`config.mk`:
```
export PLATFORM = sky130hd
export DESIGN_NAME = skvt_cell
export DESIGN_NICKNAME = d
export VERILOG_FILES = /design/src/rtl/skvt_pkg.sv /design/src/rtl/skvt_cell.sv
export SDC_FILE = /design/constraint.sdc
export NUM_CORES = 1
export LEC_CHECK = 0
export BUFFER_PORTS_ARGS = -buffer_cell sky130_fd_sc_hd__clkbuf_2
export CORE_AREA = 2 2 256 258
export DETAILED_ROUTE_END_ITERATION = 10
export DIE_AREA = 0 0 258 260
export SYNTH_ARGS = -nofsm -noshare
export SYNTH_HDL_FRONTEND = slang
export SYNTH_SLANG_ARGS = --single-unit
```
`constraint.sdc`:
```
create_clock -name clk -period 9.9 [get_ports clk]
set_input_delay 0.99 -clock clk [delete_from_list [all_inputs] [get_ports clk]]
set_output_delay 0.99 -clock clk [all_outputs]
set_load 0.005 [all_outputs]
```
`src/rtl/skvt_pkg.sv`:
```
// shared types and constants for the sorted key/value table
`timescale 1ns / 1ps

package skvt_pkg;

    // table depth and derived widths
    localparam int CAPACITY = 32;
    localparam int CNT_W    = $clog2(CAPACITY + 1);
    localparam int WORD_W   = 64;
    localparam int ENTRY_W  = 6;
    localparam int CMD_W    = 2;
    localparam int KIND_W   = 3;
    localparam int IN_DATA_W  = 2 * WORD_W;
    localparam int OUT_DATA_W = 136;
    localparam int OUT_PAD_W  = OUT_DATA_W - 2 * WORD_W - ENTRY_W;

    typedef logic [WORD_W-1:0] word_t;

    // command codes
    typedef enum logic [CMD_W-1:0] {
        CMD_ADD    = 2'd0,
        CMD_FIND   = 2'd1,
        CMD_DELETE = 2'd2,
        CMD_LIST   = 2'd3
    } cmd_t;

    // result kinds
    typedef enum logic [KIND_W-1:0] {
        KIND_ADDED     = 3'd0,
        KIND_FOUND     = 3'd1,
        KIND_NOT_FOUND = 3'd2,
        KIND_DELETED   = 3'd3,
        KIND_ENTRY     = 3'd4,
        KIND_TOTAL     = 3'd5,
        KIND_FULL      = 3'd6
    } kind_t;

    // operation applied to every cell at once
    typedef enum logic [1:0] {
        CELL_HOLD,
        CELL_INSERT,
        CELL_REMOVE,
        CELL_ROTATE
    } cell_op_t;

    // per-cell control from the sequencer
    typedef struct packed {
        cell_op_t op;
        logic     occupied;
        logic     at_end;
        logic     at_tail;
    } cell_ctrl_t;

    // controller states
    typedef enum logic [1:0] {
        ST_IDLE,
        ST_EXEC,
        ST_WALK
    } state_t;

endpackage

```
`src/rtl/skvt_cell.sv`:
```
// one table cell: holds a key/value pair and trades it with its neighbors
`timescale 1ns / 1ps

module skvt_cell (
    input  logic               clk,
    input  skvt_pkg::cell_ctrl_t ctrl,
    input  skvt_pkg::word_t    new_key,
    input  skvt_pkg::word_t    new_value,
    input  skvt_pkg::word_t    left_key,
    input  skvt_pkg::word_t    left_value,
    input  logic               left_gt,
    input  logic               left_hit,
    input  skvt_pkg::word_t    right_key,
    input  skvt_pkg::word_t    right_value,
    input  skvt_pkg::word_t    head_key,
    input  skvt_pkg::word_t    head_value,
    output skvt_pkg::word_t    key,
    output skvt_pkg::word_t    value,
    output logic               gt,
    output logic               hit
);
    import skvt_pkg::*;

    word_t key_reg;
    word_t key_next;
    word_t value_reg;
    word_t value_next;
    logic  match;

    // compare against the broadcast key
    assign gt    = ctrl.occupied && (key_reg > new_key);
    assign match = ctrl.occupied && (key_reg == new_key);
    assign hit   = left_hit || match;
    assign key   = key_reg;
    assign value = value_reg;

    // next contents per operation
    always_comb
    begin
        key_next   = key_reg;
        value_next = value_reg;
        unique case (ctrl.op)
            CELL_HOLD:
            begin
            end
            CELL_INSERT:
            begin
                if (left_gt)
                begin
                    key_next   = left_key;
                    value_next = left_value;
                end
                else if (gt || ctrl.at_end)
                begin
                    key_next   = new_key;
                    value_next = new_value;
                end
            end
            CELL_REMOVE:
            begin
                if (ctrl.occupied && hit)
                begin
                    key_next   = right_key;
                    value_next = right_value;
                end
            end
            CELL_ROTATE:
            begin
                if (ctrl.occupied)
                begin
                    key_next   = ctrl.at_tail ? head_key : right_key;
                    value_next = ctrl.at_tail ? head_value : right_value;
                end
            end
        endcase
    end

    // payload storage
    always_ff @(posedge clk)
    begin
        key_reg   <= key_next;
        value_reg <= value_next;
    end

endmodule

```
==> run_results.csv <==
group,metric,value,unit
floorplanning,dieArea,67100,um^2
final_layout,drive_gt1_share,44.8,%
synth,synth_area_leaders,"edfxtp_1 40%, mux2i_1 13%, ha_1 8.4%",
grt,use_met1,14.3,%
synth,synth_cells,948,
setup_path,rr_worst_depth,9,
clock_network,cts_hold_buf,0,
timing,period_needed,4.17,ns
timing,finalCritPeriodShare,42.2,%
route,drtAntennaViolNets,0,
route,wirelength,43100,um
power_and_ir_drop,power_density,130,nW/um^2
grt,grt_start_max_net_pins,91,
grt,grt_busiest_layer,"met2",
timing,whs,0.889,ns
power_and_ir_drop,leakagePower,7.59,nW
worst_hold_path,hp-start,"left_value[52]",
grt,grt_first_pass_wirelength,60300,um
floorplanning,core,64100,um^2
grt,grt_use_met3,3.05,%
floorplanning,fp.dieW,258,um
synth,synth.net_count,1532,
synth,seq_area_frac_synth,40.4,%
grt,antenna_found_initial,3,
final_layout,area_growth,50.1,%
placed_design,dp.final_hpwl,36400,um
final_layout,layout_commonest_cell,"clkbuf_2",
timing,grt_setup_unrepaired,"no",
setup_path,worstSetupStartpoint,"new_key[55]",
grt,use_met2,21.7,%
setup_path,path_max_fanout,3,
timing,max_slew_margin,33.3,%
floorplanning,start_util,14.8,%
clock_network,htreeDepth,4,
grt,grt-ovfl-total,0,
floorplanning,rows,93,
placed_design,port-buffer-count,649,
timing,drv_slew,0,
timing,tightest_slew,1.00,ns
synth,synth_edf_count,128,
synth,syn-mean-instance-area,10.0,um^2
route,wl_per_cell,17.8,um
setup_path,worstSetupPathType,"in -> out",
final_layout,utilization,22.3,%
setup_path,r2r_start,"key[55]",
setup_path,crit_path_end,"gt",
power_and_ir_drop,ir_drop,0.107,mV
synth,synthFlopType,"edfxtp_1",
clock_network,postCtsSetupBuffers,0,
synth,yosysTopAreaCell,"edfxtp_1",
placed_design,gp_congestion,0.831,
clock_network,cts_buffer_depth,2,
status,status,"completed",
timing,max_freq,240,MHz
timing,fin_worst_skew,0.0183,ns
route,route.detailed.drc,0,
synth,synth-seq-cells,128,
synth,synth_top_area_share,40.4,%
clock_network,insertion_delay,0.47,ns
synth,syn-cell-area,9520,um^2
worst_hold_path,hp-class,"in -> reg",
run,maxCapViolCount,0,
setup_path,r2r_slack,6.19,ns
synth,yosysUniqueCellTypes,40,
timing,timing.setup.tns,0,ns
grt,grt_pass1_vias,9561,
route,vias,9622,
setup_path,end_kind,"primary output",
timing,finalHoldViolations,0,
clock_network,cts_buffers,17,
route,viasPerCell,3.97,
final_layout,final_cell_mix,"647 x clkbuf_2, 151 x a21oi_1, 128 x mux2i_1, 128 x edfxtp_1, 78 x nand2_1",
setup_path,startpoint_type,"primary input",
floorplanning,io_pins,650,
route,drt_iter0_drc,489,
synth,synthArstFlopShare,0,%
synth,yosysWarnings,0,
setup_path,worstPathRequired,8.91,ns
clock_network,cts_root_buf,"clkbuf_16",
clock_network,post_cts_resized,0,
setup_path,r2r-end,"value[42]",
floorplanning,fp.dieH,260,um
placed_design,pre_cts_slack,5.38,ns
route,drtPass1Iterations,5,
clock_network,clk_pin_slew,0.06,ns
final_layout,finalNetCount,2140,
clock_network,cts_tree,"done",
timing,setup_ws,5.73,ns
setup_path,arrival,3.18,ns
grt,grt_use_total,12.4,%
clock_network,clkSinkCount,128,
timing,setup_violations,0,
worst max-delay path, cell delays in order:
cell	delay, ns
clkbuf_2	0.08
inv_1	0.04
ha_1	0.32
nand4_1	0.19
nor3_1	0.57
and3_1	0.33
and3_2	0.20
a211oi_2	0.07
a21oi_2	0.20
clkbuf_2	0.18
layout make-up:
| type | instances | area (um^2) |
|---|---|---|
| Fill cell | 7073 | 49800 |
| Multi-Input combinational cell | 680 | 5140 |
| Sequential cell | 128 | 3840 |
| Timing Repair Buffer | 659 | 3340 |
| Tap cell | 855 | 1070 |
| Clock buffer | 17 | 425 |
| Inverter | 70 | 263 |
| Clock inverter | 15 | 208 |
| Antenna cell | 1 | 2.50 |
cell families after synthesis:
group | synth area share, %
flip-flops | 40.4
AND/OR/NAND/NOR | 9.41
adder cells (fa/ha/maj) | 8.41
buffers and inverters | 5.81
AO/OA/AOI/OAI | 22.5
multiplexers | 13.5
layer usage:
layer | routed length [um] | part of all wire (%) | vias up
met4 | 1410 | 3.3 | 2
met1 | 17500 | 41 | 4337
met3 | 2730 | 6.3 | 53
met2 | 21400 | 50 | 453
met5 | 13 | 0.030 | -
li1 | - | - | 4777
cell usage after synthesis (2+ instances only):
master	instances
buf_1	8
nand3_1	4
edfxtp_1	128
nor3_1	2
mux2i_1	128
a211oi_1	66
a21o_2	2
nor2_1	4
o21ai_0	7
nand4_1	10
nand2_1	79
buf_2	22
a21oi_1	151
o211a_1	63
ha_1	64
clkbuf_1	40
nor3_2	2
inv_1	69
o221ai_1	2
nor2b_1	66
and3_1	2
a21o_1	11
where the power goes:
group / switching [W] / internal (W)
logic: 0.000254 / 0.000209
clock network: 0.000279 / 0.000425
registers: 0.0000226 / 0.000666
total: 0.000556 / 0.00130
how the worst min path moves through the flow:
stage	end	slack, ns	cells past startpoint
floorplan	value[62]	1.24	2
global placement	value[60]	1.35	3
detailed placement	value[60]	1.35	3
CTS	value[54]	0.82	3
global route	value[60]	0.86	3
finish	value[52]	0.89	3
through the flow:
step	total power [W]	area (um^2)	cells
floorplan	0.000919	9520	948
global placement	0.00117	13700	2392
detailed placement	0.00117	13700	2392
CTS	0.00190	14300	2424
global route	0.00196	14300	2425
finish	0.00186	14300	2425
No activity file was read; power rests on OpenSTA's default activity.
